<file path="config.mk">
export PLATFORM = sky130hd
export DESIGN_NAME = cnms_mag
export DESIGN_NICKNAME = d
export VERILOG_FILES = /design/src/cnms_pkg.sv /design/src/cnms_mag.sv
export SDC_FILE = /design/constraint.sdc
export NUM_CORES = 2
export LEC_CHECK = 0
export BUFFER_PORTS_ARGS = -buffer_cell sky130_fd_sc_hd__buf_2
export CAP_MARGIN = 40
export CORE_UTILIZATION = 35
export CTS_BUF_LIST = sky130_fd_sc_hd__clkbuf_8 sky130_fd_sc_hd__clkbuf_16
export DETAILED_ROUTE_END_ITERATION = 10
export GPL_TIMING_DRIVEN = 0
export HOLD_SLACK_MARGIN = 0.15
export RECOVER_POWER = 25
export SETUP_SLACK_MARGIN = 0.4
export SYNTH_ARGS = -nofsm -noshare
export SYNTH_HDL_FRONTEND = slang
export SYNTH_SLANG_ARGS = --single-unit
</file>
<file path="constraint.sdc">
create_clock -name clk -period 8.94 [get_ports clk]
set_clock_uncertainty 0.05 [all_clocks]
set_input_delay 1.788 -clock clk [delete_from_list [all_inputs] [get_ports clk]]
set_output_delay 1.788 -clock clk [all_outputs]
set_load 0.05 [all_outputs]
</file>
<file path="src/cnms_pkg.sv">
`timescale 1ns / 1ps
`default_nettype none
package cnms_pkg;

    localparam int CFG_ADDR_BITS = 5;

    localparam logic [2:0] REG_IMAGE_WIDTH  = 3'd0;
    localparam logic [2:0] REG_IMAGE_HEIGHT = 3'd1;
    localparam logic [2:0] REG_L2_MODE      = 3'd2;
    localparam logic [2:0] REG_LOW_THRESH   = 3'd3;
    localparam logic [2:0] REG_HIGH_THRESH  = 3'd4;

    localparam logic [14:0] T22_Q16 = 15'd27146;
    localparam logic [17:0] T67_Q16 = 18'd158218;

    localparam int MAX_HEIGHT = 4096;

    localparam logic [1:0] CLASS_NONE   = 2'd0;
    localparam logic [1:0] CLASS_WEAK   = 2'd1;
    localparam logic [1:0] CLASS_STRONG = 2'd2;

    typedef enum logic [1:0] {
        DIR_HORZ = 2'd0,
        DIR_DIAG = 2'd1,
        DIR_VERT = 2'd2,
        DIR_ANTI = 2'd3
    } dir_t;

    typedef struct packed {
        logic [10:0] image_width;
        logic [12:0] image_height;
        logic        l2_mode;
        logic [7:0]  low_threshold;
        logic [7:0]  high_threshold;
    } cfg_t;

    typedef struct packed {
        logic valid;
        logic emit;
        logic last;
    } tag_t;

endpackage
`default_nettype wire

</file>
<file path="src/cnms_mag.sv">
`timescale 1ns / 1ps
`default_nettype none
module cnms_mag
    import cnms_pkg::*;
#(
    parameter int GRAD_BITS = 16,
    parameter int CW        = 10
)
(
    input  wire logic                 clk,
    input  wire logic                 rst_n,
    input  wire logic                 en,
    input  wire logic                 l2_mode,
    input  wire tag_t                 in_tag,
    input  wire logic [CW-1:0]        in_col,
    input  wire logic [GRAD_BITS-1:0] grad_x,
    input  wire logic [GRAD_BITS-1:0] grad_y,
    output tag_t                      out_tag,
    output logic      [CW-1:0]        out_col,
    output logic      [GRAD_BITS:0]   out_mag,
    output dir_t                      out_dir
);

    localparam int G  = GRAD_BITS;
    localparam int SW = 2 * G;
    localparam int PW = G + 18;

    tag_t            s1_tag_reg, s2_tag_reg;
    logic [CW-1:0]   s1_col_reg, s2_col_reg;
    logic [G-1:0]    ax1_reg, ay1_reg, ay2_reg;
    logic            same1_reg, same2_reg, zero2_reg;
    logic [SW-1:0]   sqx2_reg, sqy2_reg;
    logic [G+14:0]   p22_reg;
    logic [G+17:0]   p67_reg;
    logic [G:0]      l1_2_reg;

    tag_t            tag_q   [0:G];
    logic [CW-1:0]   col_q   [0:G];
    dir_t            dir_q   [0:G];
    logic [G:0]      l1_q    [0:G];
    logic [SW-1:0]   rem_q   [0:G];
    logic [G-1:0]    root_q  [0:G];
    logic [SW-1:0]   trial   [0:G-1];

    logic [G-1:0]    ax, ay;
    logic [PW-1:0]   ay_sh, p22_ext, p67_ext;
    dir_t            dir_next;
    logic [G:0]      root_ext;

    tag_t            out_tag_reg;
    logic [CW-1:0]   out_col_reg;
    logic [G:0]      out_mag_reg;
    dir_t            out_dir_reg;

    assign ax = grad_x[G-1] ? (~grad_x + 1'b1) : grad_x;
    assign ay = grad_y[G-1] ? (~grad_y + 1'b1) : grad_y;

    assign ay_sh   = {2'b00, ay2_reg, 16'd0};
    assign p22_ext = {3'b000, p22_reg};
    assign p67_ext = p67_reg;

    always_comb
    begin
        if (zero2_reg || ay_sh < p22_ext)
            dir_next = DIR_HORZ;
        else if (ay_sh >= p67_ext)
            dir_next = DIR_VERT;
        else if (same2_reg)
            dir_next = DIR_DIAG;
        else
            dir_next = DIR_ANTI;
    end

    always_comb
    begin
        for (int j = 0; j < G; j++)
        begin
            trial[j] = (SW'(root_q[j]) << (G - j)) + (SW'(1) << (2 * (G - 1 - j)));
        end
    end

    assign root_ext = {1'b0, root_q[G]};

    always_ff @(posedge clk or negedge rst_n)
    begin
        if (!rst_n)
        begin
            s1_tag_reg  <= '0;
            s2_tag_reg  <= '0;
            out_tag_reg <= '0;
            for (int j = 0; j <= G; j++)
            begin
                tag_q[j] <= '0;
            end
        end
        else if (en)
        begin
            s1_tag_reg  <= in_tag;
            s2_tag_reg  <= s1_tag_reg;
            tag_q[0]    <= s2_tag_reg;
            for (int j = 0; j < G; j++)
            begin
                tag_q[j+1] <= tag_q[j];
            end
            out_tag_reg <= tag_q[G];
        end
    end

    always_ff @(posedge clk)
    begin
        if (en)
        begin
            s1_col_reg <= in_col;
            ax1_reg    <= ax;
            ay1_reg    <= ay;
            same1_reg  <= (grad_x[G-1] == grad_y[G-1]);

            s2_col_reg <= s1_col_reg;
            sqx2_reg   <= SW'(ax1_reg * ax1_reg);
            sqy2_reg   <= SW'(ay1_reg * ay1_reg);
            p22_reg    <= T22_Q16 * ax1_reg;
            p67_reg    <= T67_Q16 * ax1_reg;
            ay2_reg    <= ay1_reg;
            l1_2_reg   <= {1'b0, ax1_reg} + {1'b0, ay1_reg};
            zero2_reg  <= (ax1_reg == '0) && (ay1_reg == '0);
            same2_reg  <= same1_reg;

            col_q[0]  <= s2_col_reg;
            dir_q[0]  <= dir_next;
            l1_q[0]   <= l1_2_reg;
            rem_q[0]  <= sqx2_reg + sqy2_reg;
            root_q[0] <= '0;

            for (int j = 0; j < G; j++)
            begin
                col_q[j+1] <= col_q[j];
                dir_q[j+1] <= dir_q[j];
                l1_q[j+1]  <= l1_q[j];
                if (rem_q[j] >= trial[j])
                begin
                    rem_q[j+1]  <= rem_q[j] - trial[j];
                    root_q[j+1] <= root_q[j] | (G'(1) << (G - 1 - j));
                end
                else
                begin
                    rem_q[j+1]  <= rem_q[j];
                    root_q[j+1] <= root_q[j];
                end
            end

            out_col_reg <= col_q[G];
            out_dir_reg <= dir_q[G];
            if (!l2_mode)
                out_mag_reg <= l1_q[G];
            else if (rem_q[G] > SW'(root_q[G]))
                out_mag_reg <= root_ext + 1'b1;
            else
                out_mag_reg <= root_ext;
        end
    end

    assign out_tag = out_tag_reg;
    assign out_col = out_col_reg;
    assign out_mag = out_mag_reg;
    assign out_dir = out_dir_reg;

endmodule
`default_nettype wire

</file>
==> results.py <==
metrics = {
    "yosys": {
        "synth.distinct_cells": 83,
        "synth_warnings": 0,
        "ys.flop_type": "edfxtp_1",
        "yosysSeqAreaShare_pct": 53.8,
        "yosys-top-cells-area": "edfxtp_1 52%, ha_1 11%, fa_1 10%",
        "synth_edf_count": 1408,
        "synthesis.nets": 7436,
        "ys_ff_latch": 1468,
        "synth.largest_area_cell": "edfxtp_1",
        "synth_area_um2": 81400,
        "synth_top_area_share_pct": 52.0,
        "synthArstFlopShare_pct": 4.09,
        "syn-instance-count": 6276,
        "syn_area_per_cell_um2": 13.0,
    },
    "placed_design": {
        "place_congestion": 0.895,
        "io_buffers": 80,
        "dp_hpwl_um": 128000,
    },
    "worst_setup_path": {
        "critPathArrivalTime_ps": 8560,
        "critical_path.startpoint_type": "register",
        "crit_type": "reg -> reg",
        "endpoint_kind": "register",
        "crit_fanout": 9,
        "cp.required_ps": 9380,
    },
    "outcome": {
        "status": "finished clean",
    },
    "die": {
        "start_util_pct": 35.3,
        "core_region_area_um2": 231000,
        "die_area_um2": 234000,
        "core.rowCount": 176,
        "num_io_pins": 81,
        "die_y_um": 484,
        "fp.dieW_um": 484,
    },
    "global_routing": {
        "grt_overflow": 0,
        "grt_pass1_wl_um": 265000,
        "antenna_found_initial": 7,
        "grt_usage_pct": 14.3,
        "grt_pass1_vias": 48736,
        "grt_max_degree": 121,
    },
    "finish": {
        "max_flop_register": "rem_q",
        "synthToLayoutAreaGrowth_pct": 12.8,
        "largest_reg_flops": 544,
        "reg_top3": "rem_q x544, l1_q x289, col_q x170",
        "fin_nets": 7714,
        "drive_gt1_share_pct": 7.47,
    },
    "drt": {
        "first_pass_iters": 5,
        "wl_um": 166000,
        "drt_iter0_markers": 2737,
        "postRouteAntennaNets": 0,
        "via_count": 46680,
        "vias_per_cell": 4.81,
        "wl_per_cell_um": 17.1,
        "drc_errors": 0,
    },
    "timing": {
        "tightestPinTransition_ps": 950,
        "setup_tns_ps": 0,
        "grt_setup_unrepaired": "no",
        "fin_crit_sh_pct": 90.8,
        "finalHoldViolations": 0,
        "setup_viol": 0,
        "fmax_ghz": 0.123,
        "drv_slew": 0,
        "max-slew-margin-rel_pct": 36.7,
        "layout_min_cycle_time_ps": 8120,
    },
    "clock_network": {
        "clock_path_buffers": 3,
        "htree_levels": 4,
        "clk_latency_ps": 800,
        "cts.sinks": 1468,
        "post-cts-setup-buffers": 0,
        "cts_tree": "yes",
        "cts_buffers": 160,
        "clk_pin_slew_ps": 60,
        "clockRootBuffer": "clkbuf_16",
    },
    "worst_hold_path": {
        "hp-class": "reg -> reg",
    },
    "job": {
        "cap_violations": 0,
    },
}
stage by stage:
step | std cells | setup slack, ps | hold slack [ps] | util [%] | area, um^2
floorplan | 6276 | 2620 | 350 | - | 81400
global placement | 9382 | -14560 | 350 | 37.1 | 85500
detailed placement | 9418 | 746 | 355 | 37.5 | 86400
CTS | 9708 | 689 | 326 | 39.8 | 91700
global route | 9708 | 437 | 338 | 39.8 | 91700
finish | 9709 | 822 | 339 | 39.8 | 91700
placed cells by master (no fill, tap or decap), drive strengths merged, types with 24 or more instances in the layout:
master,Yosys,final
edfxtp,1408,1408
inv,933,968
ha,688,688
fa,423,423
nand2,361,361
nor2,294,294
clkbuf,96,260
xnor2,249,249
a21oi,227,227
o21ai,215,215
xor2,170,170
a21o,128,128
buf,6,122
nor3,95,95
nor4,94,94
mux2,82,82
nand3,69,69
clkinv,1,69
nand2b,65,65
o21a,61,61
dfrtp,60,60
and2,57,57
nand4,48,48
nor2b,45,45
or3,39,39
and3,27,27
or2,25,25
a211oi,24,24
Yosys cell counts (94+ instances only):
| cell | n |
|---|---|
| ha_1 | 688 |
| a21oi_1 | 227 |
| inv_1 | 930 |
| edfxtp_1 | 1408 |
| nor4_1 | 94 |
| a21o_1 | 128 |
| nand2_1 | 361 |
| nor2_1 | 293 |
| xnor2_1 | 249 |
| fa_1 | 423 |
| clkbuf_1 | 96 |
| nor3_1 | 94 |
| xor2_1 | 170 |
| o21ai_0 | 208 |
area by class of cell:
cell class | count | area (um^2)
multi-input combinational | 3772 | 33700
clock inverter | 126 | 1260
fill | 21471 | 139000
buffer | 102 | 410
sequential | 1468 | 43800
inverter | 934 | 3510
timing repair buffer | 116 | 1230
antenna | 1 | 2.50
clock buffer | 164 | 4070
tap | 3026 | 3790
final timing paths:
path,startpoint,endpoint,slack (ps),depth (start not counted)
worst max-delay path,ax1_reg[10],sqx2_reg[30],820,23
worst min-delay path,col_q[8][8],col_q[9][8],340,0
worst max register to register,ax1_reg[10],sqx2_reg[30],820,23
worst min register to register,col_q[8][8],col_q[9][8],340,0
max in group asynchronous,rst_n,tag_q[7],7220,2
min in group asynchronous,rst_n,tag_q[44],980,1
per-layer routing:
layer  global-route usage, %  share of wire (%)  routed length (um)  vias to the layer above
met1                    17.3                 42               69600                    22852
met3                    2.72                4.7                7870                      333
met2                    25.1                 50               82400                      866
met4                    5.43                3.7                6230                        2
li1                        -                  -                   -                    22627
met5                       0             0.0078                  13                        -
critical path, stage by stage (launching register included):
cell and delay (ps):
edfxtp_1 710, clkbuf_1 380, inv_1 610, nor2_1 170
fa_1 530, inv_1 60, fa_1 530, inv_1 50
fa_1 500, inv_1 60, fa_1 530, inv_1 50
fa_1 490, fa_1 420, ha_1 360, a21o_1 190
a21o_1 170, a21o_1 190, a31oi_1 330, a41oi_1 360
a21oi_1 300, a21oi_1 100, a211oi_1 280, xnor2_1 360
logic make-up after synthesis:
family,count (synthesis),synth area share (%)
flops,1468,53.8
mux,93,1.27
simple gates,1299,7.95
buf+inv,1036,4.79
fa+ha+maj,1111,21.0
compound gates,850,6.69
xor+xnor,419,4.51
timing repair:
| action | 4_1_cts | 5_1_grt |
|---|---|---|
| setup endpoints to repair | 0 | 2 |
| hold buffers | 0 | 0 |
| gates resized for setup | 0 | 3 |
Power is left out: the tool's default activity adds up to more than one toggle a clock period on the data nets, which glitch-free logic cannot reach.
