==> src/cnms_pkg.sv <==
`timescale 1ns / 1ps
`default_nettype none
package cnms_pkg;

    localparam int CFG_ADDR_BITS = 5;

    localparam logic [2:0] REG_IMAGE_WIDTH  = 3'd0;
    localparam logic [2:0] REG_IMAGE_HEIGHT = 3'd1;
    localparam logic [2:0] REG_L2_MODE      = 3'd2;
    localparam logic [2:0] REG_LOW_THRESH   = 3'd3;
    localparam logic [2:0] REG_HIGH_THRESH  = 3'd4;

    localparam logic [14:0] T22_Q16 = 15'd27146;
    localparam logic [17:0] T67_Q16 = 18'd158218;

    localparam int MAX_HEIGHT = 4096;

    localparam logic [1:0] CLASS_NONE   = 2'd0;
    localparam logic [1:0] CLASS_WEAK   = 2'd1;
    localparam logic [1:0] CLASS_STRONG = 2'd2;

    typedef enum logic [1:0] {
        DIR_HORZ = 2'd0,
        DIR_DIAG = 2'd1,
        DIR_VERT = 2'd2,
        DIR_ANTI = 2'd3
    } dir_t;

    typedef struct packed {
        logic [10:0] image_width;
        logic [12:0] image_height;
        logic        l2_mode;
        logic [7:0]  low_threshold;
        logic [7:0]  high_threshold;
    } cfg_t;

    typedef struct packed {
        logic valid;
        logic emit;
        logic last;
    } tag_t;

endpackage
`default_nettype wire

==> src/cnms_regs.sv <==
`timescale 1ns / 1ps
`default_nettype none
module cnms_regs
    import cnms_pkg::*;
(
    input  wire logic                     clk,
    input  wire logic                     rst_n,
    input  wire logic                     psel,
    input  wire logic                     penable,
    input  wire logic                     pwrite,
    input  wire logic [CFG_ADDR_BITS-1:0] paddr,
    input  wire logic [31:0]              pwdata,
    output logic      [31:0]              prdata,
    output logic                          pready,
    output cfg_t                          cfg
);

    cfg_t cfg_reg;
    logic wr_en;

    assign pready = 1'b1;
    assign wr_en  = psel & penable & pwrite;
    assign cfg    = cfg_reg;

    always_ff @(posedge clk or negedge rst_n)
    begin
        if (!rst_n)
        begin
            cfg_reg.image_width    <= 11'd640;
            cfg_reg.image_height   <= 13'd480;
            cfg_reg.l2_mode        <= 1'b0;
            cfg_reg.low_threshold  <= 8'd50;
            cfg_reg.high_threshold <= 8'd150;
        end
        else if (wr_en)
        begin
            unique case (paddr[4:2])
                REG_IMAGE_WIDTH:  cfg_reg.image_width    <= pwdata[10:0];
                REG_IMAGE_HEIGHT: cfg_reg.image_height   <= pwdata[12:0];
                REG_L2_MODE:      cfg_reg.l2_mode        <= pwdata[0];
                REG_LOW_THRESH:   cfg_reg.low_threshold  <= pwdata[7:0];
                REG_HIGH_THRESH:  cfg_reg.high_threshold <= pwdata[7:0];
                default:          ;
            endcase
        end
    end

    always_comb
    begin
        unique case (paddr[4:2])
            REG_IMAGE_WIDTH:  prdata = {21'd0, cfg_reg.image_width};
            REG_IMAGE_HEIGHT: prdata = {19'd0, cfg_reg.image_height};
            REG_L2_MODE:      prdata = {31'd0, cfg_reg.l2_mode};
            REG_LOW_THRESH:   prdata = {24'd0, cfg_reg.low_threshold};
            REG_HIGH_THRESH:  prdata = {24'd0, cfg_reg.high_threshold};
            default:          prdata = 32'd0;
        endcase
    end

endmodule
`default_nettype wire

==> config.mk <==
export PLATFORM = sky130hd
export DESIGN_NAME = cnms_regs
export DESIGN_NICKNAME = d
export VERILOG_FILES = /design/src/cnms_pkg.sv /design/src/cnms_regs.sv
export SDC_FILE = /design/constraint.sdc
export NUM_CORES = 1
export LEC_CHECK = 0
export BUFFER_PORTS_ARGS = -buffer_cell sky130_fd_sc_hd__buf_2
export CORE_MARGIN = 10
export CORE_UTILIZATION = 35
export CTS_BUF_LIST = sky130_fd_sc_hd__clkbuf_8
export DETAILED_ROUTE_END_ITERATION = 16
export GPL_TIMING_DRIVEN = 0
export PLACE_DENSITY_LB_ADDON = 0.1
export RECOVER_POWER = 25
export SLEW_MARGIN = 10
export SYNTH_ARGS = -nofsm -noshare
export SYNTH_HDL_FRONTEND = slang
export SYNTH_SLANG_ARGS = --single-unit
==> constraint.sdc <==
create_clock -name clk -period 0.9 [get_ports clk]
set_input_delay 0.045 -clock clk [delete_from_list [all_inputs] [get_ports clk]]
set_output_delay 0.045 -clock clk [all_outputs]
set_load 0.1 [all_outputs]
==> summary.txt, run 1 <==
Status
  • Outcome: finished, violations left
  • Failing checks: hold timing, setup timing

Worst setup path
  • Crit start category: register
  • CP required: approximately 0.85 ns
  • CP peak stage delay: roughly 0.48 ns
  • Arr. time, crit path: ~1.5 ns
  • Setup crit end kind: output pin
  • Largest driver fanout on the critical path: 2
  • Kind of critical path: register to output pin
  • CP max stage cell: dfstp_4
  • Worst path cell trace: mux2i_2, nor2_1, a221o_4, buf_12

Clocking
  • H-tree depth: 2
  • CTS tree: done
  • Root buffer cell: clkbuf_8
  • Post-cts hold buffer count: 2
  • Clk pin slew, worst setup/hold paths: 0.08 ns
  • Clock Tree Buf Depth: 2
  • Clock Latency Late Sink: 0.29 ns
  • CTS Buf Count: 5
  • Sink Count: 41

Final layout
  • Utilization after layout: 0.768
  • Share of post-route cells with drive strength above 1: 0.853
  • Post-route cell area: 4570 sq um
  • Nets: 341
  • Fillcell total: 390
  • Layout area overhead: 111%
  • ANT cells: 0
  • Max reg flops: approximately 40
  • Non-Filler Instances: around 380

STA
  • Period utilization: 1.72
  • Setup slack after layout: -0.647 ns
  • RSZ-0062 raised after global routing: true
  • WHS: -0.0788 ns
  • Fin. max-slew vios: 0
  • Max-Slew Margin vs Limit: 0.312
  • Final TNS setup: -16.99 ns
  • Final Skew: 0 ns
  • Fmax: 646 MHz
  • Final Hold Viols: 28
  • Count of final setup violators: 82
  • Slew @ Worst Pin: just over 1 ns
  • Min Clock Period, post-route: ~1.5 ns

Global routing
  • Grt ovf: 0
  • Largest net degree at the start of global routing: 42
  • First-pass GRT wire length: about 11 mm
  • Total track usage: 0.144
  • Initial antenna violation count: 0
  • Vias in the first global route: roughly 1900

Placement
  • Post-DP HPWL: 4.60 mm
  • Port Buffer Count: 71
  • Placed Cells: between 300 and 400
  • Final Wtd Congestion: around 0.72
  • Area of placed instances: ~3100 sq um

Synth
  • Synth Flop Type: dfrtp_1
  • Largest area contributor in the netlist: dfrtp_1
  • Post-synth EDFFs: 0
  • Post-synth top cells: mux2_2 (31), dfrtp_1 (28), buf_4 (22), nor2_1 (14), dfstp_2 (13)
  • Synth Register Bits: 41
  • Share of the synthesized area in the top cell type: 0.324
  • Yosys warns: 0
  • Synthesized instance count: roughly 160
  • Simple-Gate Fraction of Synth Area: 0.0850
  • Most common cell in the netlist: mux2_2
  • Post-Syn Area: 2160 sq um
  • Compound-cell area share of the yosys netlist: 0.0382
  • Largest family of logic cells by synthesized area: multiplexers
  • Post-synth cell types: 26
  • Xor-xnor portion of the synthesized cell area: 0
  • Proportion of synthesized area in mux cells: 0.286
  • Seq/Total Area, Yosys: 0.482
  • Synth Area per Inst: 13.4 sq um
  • Synth top area cells: dfrtp_1 (32%), mux2_2 (16%), dfstp_2 (16%), buf_4 (7.6%), mux2_4 (6.9%)
  • Adder-cell share of the synthesized area: 0
  • Ys async rst share: 1.00

Route
  • Drc violations: 0
  • Number of DRC markers in iteration 0: 36
  • Post-route ant nets: 0
  • Wire length per cell: around 19 um
  • Routed WL: approximately 7.2 mm
  • DR vias: around 1700
  • First-pass detailed-route iteration total: 4
  • Via/cell ratio: between 4 and 5

Pwr
  • PD cells: roughly 2500 nW/um^2
  • Leak: around 2.0 nW
  • Peak supply drop: roughly 1500 uV

Min path
  • Worst min path class: input port to asynchronous set/reset pin

Floorplan
  • Core box area: approximately 6000 sq um
  • Ports: between 100 and 150
  • Chip height: just under 100 um
  • Rows: 28
  • Die width: about 99 um
  • Die Area: around 10000 sq um
  • Initial core utilization: 0.363

Job
  • Max-Cap Viols: 0
-- layout make-up --
| cell class | instances | area (sq um) | share of cell area |
|---|---|---|---|
| Inverter | 1 | 3.75 | 0.000821 |
| Buffer | 27 | 275 | 0.0602 |
| Clock buffer | 6 | 82.6 | 0.0181 |
| Timing Repair Buffer | 113 | 1660 | 0.363 |
| Clock inverter | 2 | 7.51 | 0.00164 |
| Sequential cell | 41 | 1170 | 0.256 |
| Multi-Input combinational cell | 110 | 1280 | 0.279 |
| Tap cell | 75 | 93.8 | 0.0205 |
-- critical path, delay by kind of cell, from the launching register on --
kind,cells,cell delay (ns)
flip-flops,1,0.48
multiplexers,1,0.15
buffers and inverters,1,0.17
AO/OA/AOI/OAI,1,0.35
AND/OR/NAND/NOR,1,0.08
-- metrics by stage --
step / hold slack, ns / setup slack (ns) / power [mW]
after detailed placement: 0.236 / -0.921 / 7.98
after global placement: 0.249 / -0.917 / 7.95
after global routing: 0.00239 / -0.696 / 11.7
final: -0.0788 / -0.647 / 11.4
after CTS: -0.0762 / -0.629 / 11.1
after floorplan: -0.251 / -0.940 / 7.29
-- layout by cell type (no fill, tap or decap), drive strengths merged --
cell / n
nand4b: 1
or2: 1
conb: 20
nor4b: 1
buf: 136
a211o: 1
a31oi: 1
nand4: 1
and3: 2
clkbuf: 8
mux2i: 12
dfrtp: 28
dfstp: 13
dlygate4sd3: 2
nor3: 2
nand2b: 2
o31ai: 1
a221o: 6
mux2: 41
nor2: 18
inv: 3
-- worst paths after layout --
check | end | cells past startpoint | slack (ns) | startpoint
setup / recovery | prdata[5] | 4 | -0.65 | cfg[22]
min in group clk | cfg[26] | 2 | 0.01 | pwdata[9]
hold reg to reg | cfg[36] | 1 | 0.59 | cfg[36]
max in group asynchronous | cfg[21] | 1 | 0.21 | rst_n
hold / removal | cfg[8] | 1 | -0.08 | rst_n
setup reg to reg | cfg[22] | 4 | -0.26 | cfg[22]
-- per-layer routing --
metal / vias up / part of all wire / track usage
met3: 4 / 0.064 / 0.0426
met4: 0 / 0.0053 / 0.0298
met1: 870 / 0.42 / 0.173
met5: - / 0 / 0
li1: 812 / - / -
met2: 50 / 0.51 / 0.248
-- kinds of logic (layout without fill, tap and decap cells) --
group / Yosys count / in the layout
simple gates: 28 / 28
flops: 41 / 41
mux: 53 / 53
compound gates: 9 / 9
other cells: 2 / 20
buf+inv: 28 / 149
-- repair_timing --
action	4_1_cts	5_1_grt
gates resized for setup	243	35
hold endpoints to repair	30	28
gates cloned	2	0
setup endpoints to repair	90	82
setup buffers	25	19
pin swaps	11	7
-- power breakdown --
group	switching, mW	internal [mW]	leakage, nW	total, mW
registers	0.480	2.49	0.465	2.97
logic	4.36	2.85	1.51	7.21
clock network	0.625	0.604	0.0538	1.23
total	5.46	5.94	2.03	11.4
Note: power is estimated with default switching activity, not from simulation.
==> inputs of run 2 (changes only) <==
--- a/config.mk
+++ b/config.mk
@@ -6,6 +6,7 @@
 export NUM_CORES = 1
 export LEC_CHECK = 0
 export BUFFER_PORTS_ARGS = -buffer_cell sky130_fd_sc_hd__buf_2
+export CORE_ASPECT_RATIO = 1.1
 export CORE_MARGIN = 10
 export CORE_UTILIZATION = 35
 export CTS_BUF_LIST = sky130_fd_sc_hd__clkbuf_8
==> run 2 against run 1 <==
Against the previous run: the flow still finishes with violations (hold timing, setup timing); maximum frequency down 3.0%; sequential share of layout area up 0.50 points; critical path depth unchanged; worst hold slack better by 0.0019 ns; clock skew unchanged; routed wire length up 4.1%; clock power down 7%; sequential power about the same; first-iteration DRC count up 64%; highest routed layer unchanged.
==> summary.txt, run 2 (synthesized netlist as in run 1, its figures left out) <==
Worst setup path
  • Crit start category: register
  • CP max stage cell: dfrtp_4
  • Worst path cell trace: mux2i_2, nor3_2, a211o_4, buf_12
  • Largest driver fanout on the critical path: 2
  • CP peak stage delay: roughly 0.48 ns
  • CP required: 0.85 ns
  • Kind of critical path: register to output pin
  • Setup crit end kind: output pin
  • Arr. time, crit path: roughly 1.6 ns

Clocking
  • Sink Count: 41
  • Post-cts hold buffer count: 5
  • CTS tree: done
  • H-tree depth: 2
  • Clk pin slew, worst setup/hold paths: 0.08 ns
  • Clock Tree Buf Depth: 2
  • Clock Latency Late Sink: between 0.2 and 0.3 ns
  • CTS Buf Count: 5
  • Root buffer cell: clkbuf_8

Pwr
  • PD cells: 2500 nW/um^2
  • Leak: 1.99 nW
  • Peak supply drop: approximately 1800 uV

Route
  • Number of DRC markers in iteration 0: 59
  • DR vias: around 1800
  • Routed WL: about 7.5 mm
  • Drc violations: 0
  • First-pass detailed-route iteration total: 4
  • Post-route ant nets: 0
  • Wire length per cell: between 20 and 25 um
  • Via/cell ratio: 4.72

Final layout
  • Fillcell total: 365
  • Share of post-route cells with drive strength above 1: 0.834
  • Non-Filler Instances: about 370
  • Layout area overhead: 107%
  • ANT cells: 0
  • Max reg flops: between 40 and 50
  • Nets: 336
  • Area occupied by multi-input gates: about 1300 sq um
  • Most frequent cells in the layout: buf_12 (62), mux2_4 (39), buf_4 (29)
  • Register area: approximately 1200 sq um
  • Most common cell after layout, fill and taps aside: buf_12

Min path
  • Worst min path class: input port to asynchronous set/reset pin

Global routing
  • Met3 Use GR: 0.0587
  • GR peak layer: met2
  • Largest net degree at the start of global routing: 42
  • Grt met2 use: 0.260
  • First-pass GRT wire length: between 10 and 15 mm
  • Total track usage: 0.154
  • Vias in the first global route: roughly 1900
  • Initial antenna violation count: 0
  • Grt ovf: 0
  • Met1 Resource Use GR: 0.182

Placement
  • Placed Cells: about 330
  • Placement Setup Slack: -1.02 ns
  • Final Wtd Congestion: between 0.7 and 0.8
  • Post-DP HPWL: 4.54 mm
  • Port Buffer Count: slightly above 70

STA
  • Final Hold Viols: 28
  • Min Clock Period, post-route: 1.60 ns
  • Count of final setup violators: 80
  • Slew @ Worst Pin: 1.02 ns
  • Period utilization: 1.77
  • Final Skew: 0 ns
  • RSZ-0062 raised after global routing: true
  • Max-Slew Margin vs Limit: 0.317
  • Fin. max-slew vios: 0
  • Fmax: roughly 630 MHz
  • Setup slack after layout: -0.695 ns
  • WHS: -0.0769 ns

Floorplan
  • Rows: 29
  • Ports: around 120
  • Core box area: slightly below 6000 sq um
  • Die width: roughly 95 um
  • Die Area: 9730 sq um
  • Initial core utilization: 0.368
  • Chip height: 102 um

Status
  • Failing checks: hold timing, setup timing
  • Outcome: finished, violations left

Job
  • Max-Cap Viols: 0
==> run 2: cell types whose count changed in the layout (fill, tap and decap cells not counted), sizes merged <==
cell	before	now
dlygate4sd3	2	5
buf	136	127
clkinv	0	2
inv	3	2
==> run 2: layout make-up <==
type / count / area share
tap: 77 / 0.0215
timing repair buffer: 108 / 0.355
sequential: 41 / 0.261
multi-input combinational: 110 / 0.281
clock buffer: 5 / 0.0153
clock inverter: 3 / 0.00307
buffer: 27 / 0.0614
inverter: 1 / 0.000837
==> run 2: routing by layer <==
metal,vias to the layer above,wire length (um)
li1,798,-
met3,10,521
met1,890,2930
met4,0,91
met5,-,0
met2,58,3920
==> run 2: where the power goes <==
part / switching (mW) / internal [mW] / total, mW / leakage (nW)
registers: 0.488 / 2.49 / 2.98 / 0.465
clock network: 0.623 / 0.526 / 1.15 / 0.0491
logic: 4.34 / 2.75 / 7.08 / 1.48
total: 5.45 / 5.76 / 11.2 / 1.99
==> run 2: path summary, 6_finish.rpt <==
path / slack [ns] / from / to / cells past startpoint
min in group clk: 0.03 / pwdata[3] / cfg[3] / 2
worst min register to register: 0.58 / cfg[35] / cfg[35] / 1
worst max register to register: -0.17 / cfg[21] / cfg[21] / 3
max in group asynchronous: 0.23 / rst_n / cfg[34] / 1
worst max-delay path: -0.70 / cfg[16] / prdata[0] / 4
worst min-delay path: -0.08 / rst_n / cfg[28] / 1
==> run 2: critical path, delay by kind of cell, from the launching register on <==
kind	cells	cell delay, ns
DFF	1	0.48
AOI/OAI and AO/OA	1	0.34
muxes	1	0.18
buffers and inverters	1	0.17
and+or+nand+nor	1	0.08
==> run 2: metrics by stage <==
stage / TNS, ns / utilization / power [mW] / cell area [sq um] / hold WS, ns
final: -16.28 / 0.763 / 11.2 / 4480 / -0.0769
after global routing: -18.60 / 0.763 / 11.6 / 4480 / -0.0217
after CTS: -15.79 / 0.731 / 10.9 / 4300 / -0.0856
after detailed placement: -28.00 / 0.529 / 7.98 / 3110 / 0.234
after global placement: -27.14 / 0.529 / 7.95 / 3110 / 0.231
after floorplan: -15.21 / - / 7.29 / 2660 / -0.251
==> run 2: timing repair <==
| action | in CTS | in global routing |
|---|---|---|
| endpoints found under the setup margin | 90 | 84 |
| endpoints found under the hold margin | 36 | 28 |
| gates resized for setup | 229 | 26 |
| setup buffers | 17 | 13 |
| pin swaps | 12 | 8 |
| cloned | 2 | 0 |
==> inputs of run 3 (changes only) <==
--- a/config.mk
+++ b/config.mk
@@ -12,9 +12,10 @@
 export CTS_BUF_LIST = sky130_fd_sc_hd__clkbuf_8
 export DETAILED_ROUTE_END_ITERATION = 16
 export GPL_TIMING_DRIVEN = 0
-export PLACE_DENSITY_LB_ADDON = 0.1
+export PLACE_DENSITY = 0.68
 export RECOVER_POWER = 25
 export SLEW_MARGIN = 10
 export SYNTH_ARGS = -nofsm -noshare
 export SYNTH_HDL_FRONTEND = slang
 export SYNTH_SLANG_ARGS = --single-unit
+export TNS_END_PERCENT = 100
==> run 3 against run 2 <==
Against the previous run: the flow still finishes with violations (hold timing, setup timing); sequential share of layout area down 1.2 points; first-iteration DRC count up 8.5%; via count up 3.2%; final cell count up 3.8%; clock power up 56%; routed wire length up 7.3%; maximum frequency up 0.78%; combinational power up 3%; flip-flop and latch count unchanged; non-clock buffer count up 14; worst hold slack worse by 0.020 ns; die area unchanged.
==> summary.txt, run 3 (synthesized netlist as in run 1, its figures left out) <==
Worst setup path
  • CP required: 0.85 ns
  • Largest driver fanout on the critical path: 2
  • Worst path cell trace: mux2i_1, nor2_1, a221o_4, buf_12
  • Reg2reg path depth: 4
  • R2R setup slack: -0.27 ns
  • Setup crit end kind: output pin
  • R2r endpoint: cfg[21]
  • CP max stage cell: dfrtp_4
  • R2r startpoint: cfg[21]
  • Kind of critical path: register to output pin
  • CP peak stage delay: 0.49 ns
  • Crit start category: register
  • Arr. time, crit path: 1.54 ns

Clocking
  • H-tree depth: 2
  • Post-cts hold buffer count: 5
  • Clock Latency Late Sink: between 0.2 and 0.3 ns
  • Clock Tree Buf Depth: 2
  • CTS Buf Count: 5
  • Sink Count: 41
  • Clk pin slew, worst setup/hold paths: approximately 0.090 ns
  • CTS tree: done
  • Root buffer cell: clkbuf_8

Pwr
  • Sequential share of power: 0.247
  • Switching share of power: 0.463
  • Leak: 2.09 nW
  • P_int: ~6.5 mW
  • Power Total: between 10 and 15 mW
  • PD cells: 2570 nW/um^2
  • Peak supply drop: between 1500 and 2000 uV
  • Logic pwr share: 0.604
  • Sw Pwr: between 5 and 6 mW
  • Portion of total power attributed to the clock network: 0.149

STA
  • Setup slack after layout: -0.683 ns
  • Count of final setup violators: 81
  • Final Hold Viols: 28
  • Slew @ Worst Pin: a little over 1 ns
  • Period utilization: 1.76
  • WHS: -0.0964 ns
  • Fin. max-slew vios: 0
  • Final TNS setup: -18.48 ns
  • Final Skew: 0 ns
  • RSZ-0062 raised after global routing: true
  • Max-Slew Margin vs Limit: 0.318
  • Min Clock Period, post-route: around 1.6 ns
  • Fmax: ~630 MHz

Floorplan
  • Ports: 116
  • Core box area: a little under 6000 sq um
  • Chip height: a little over 100 um
  • Initial core utilization: 0.368
  • Rows: 29
  • Die Area: around 9700 sq um
  • Die width: roughly 95 um

Route
  • First-pass detailed-route iteration total: 3
  • DR vias: ~1800
  • Routed WL: between 8 and 9 mm
  • Post-route ant nets: 0
  • Drc violations: 0
  • Wire length per cell: 20.7 um
  • Number of DRC markers in iteration 0: 64
  • Via/cell ratio: around 4.7

Status
  • Failing checks: hold timing, setup timing
  • Outcome: finished, violations left

Final layout
  • Post-route cell area: 4690 sq um
  • Max reg flops: a little over 40
  • Fillcell total: roughly 320
  • Share of post-route cells with drive strength above 1: 0.851
  • Nets: 350
  • Most common cell after layout, fill and taps aside: buf_12
  • Layout area overhead: 117%
  • Non-Filler Instances: around 390
  • ANT cells: 0
  • Most frequent cells in the layout: buf_12 (61), mux2_4 (38), buf_4 (32)

Placement
  • Area of placed instances: 3110 sq um
  • Port Buffer Count: 71
  • Final Wtd Congestion: 0.707
  • Placed Cells: roughly 330
  • Post-DP HPWL: 4.55 mm

Job
  • Max-Cap Viols: 0

Global routing
  • Vias in the first global route: ~1900
  • Initial antenna violation count: 0
  • First-pass GRT wire length: roughly 12 mm
  • Largest net degree at the start of global routing: 42
  • Total track usage: 0.160
  • Grt ovf: 0

Min path
  • Worst min path class: input port to asynchronous set/reset pin
run 3: layout make-up:
cell class	count	area, sq um	share of cell area
Tap cell	77	96.3	0.0205
Multi-Input combinational cell	110	1270	0.271
Clock inverter	3	65.1	0.0139
Timing Repair Buffer	122	1750	0.372
Sequential cell	41	1170	0.250
Clock buffer	5	68.8	0.0147
Buffer	27	270	0.0576
Inverter	1	3.75	0.000800
run 3: worst max path at each step:
| stage | startpoint | endpoint | slack (ns) | depth (start not counted) |
|---|---|---|---|---|
| CTS | cfg[23] | prdata[6] | -0.67 | 4 |
| detailed placement | paddr[3] | prdata[5] | -0.99 | 5 |
| global placement | paddr[3] | prdata[6] | -0.99 | 5 |
| finish | cfg[21] | prdata[4] | -0.68 | 4 |
| global route | cfg[21] | prdata[4] | -0.74 | 4 |
| floorplan | cfg[9] | prdata[1] | -0.94 | 2 |
run 3: layer usage:
| layer | up-vias | GRT usage | share of wire |
|---|---|---|---|
| li1 | 821 | - | - |
| met1 | 925 | 0.189 | 0.40 |
| met2 | 56 | 0.273 | 0.52 |
| met3 | 11 | 0.0513 | 0.061 |
| met4 | 0 | 0.0461 | 0.013 |
| met5 | - | 0 | 0 |
run 3: metrics by stage:
step                setup slack, ns  utilization
floorplan                    -0.940            -
global placement             -0.995        0.529
detailed placement           -0.989        0.529
CTS                          -0.667        0.750
global route                 -0.738        0.798
finish                       -0.683        0.798
run 3: repair_timing:
item / in CTS / in global routing
endpoints found under the hold margin: 36 / 28
endpoints found under the setup margin: 90 / 83
cloned: 2 / 1
setup buffers: 21 / 27
pin swaps: 8 / 5
resized for setup: 236 / 32
run 3: critical path: cells and delay by family, from the launching register on:
kind            cells  cell delay (ns)
buf+inv             1             0.17
compound gates      1             0.34
mux                 1             0.16
flops               1             0.49
simple gates        1             0.08
run 3: power groups by stage:
stage	logic (mW)	registers, mW	clock network (mW)
2_1_floorplan	1.75	5.54	0
3_3_place_gp	5.09	2.84	0
3_5_place_dp	5.11	2.86	0
4_1_cts	6.80	3.01	1.80
5_1_grt	7.49	3.03	1.90
6_report	7.28	2.98	1.79
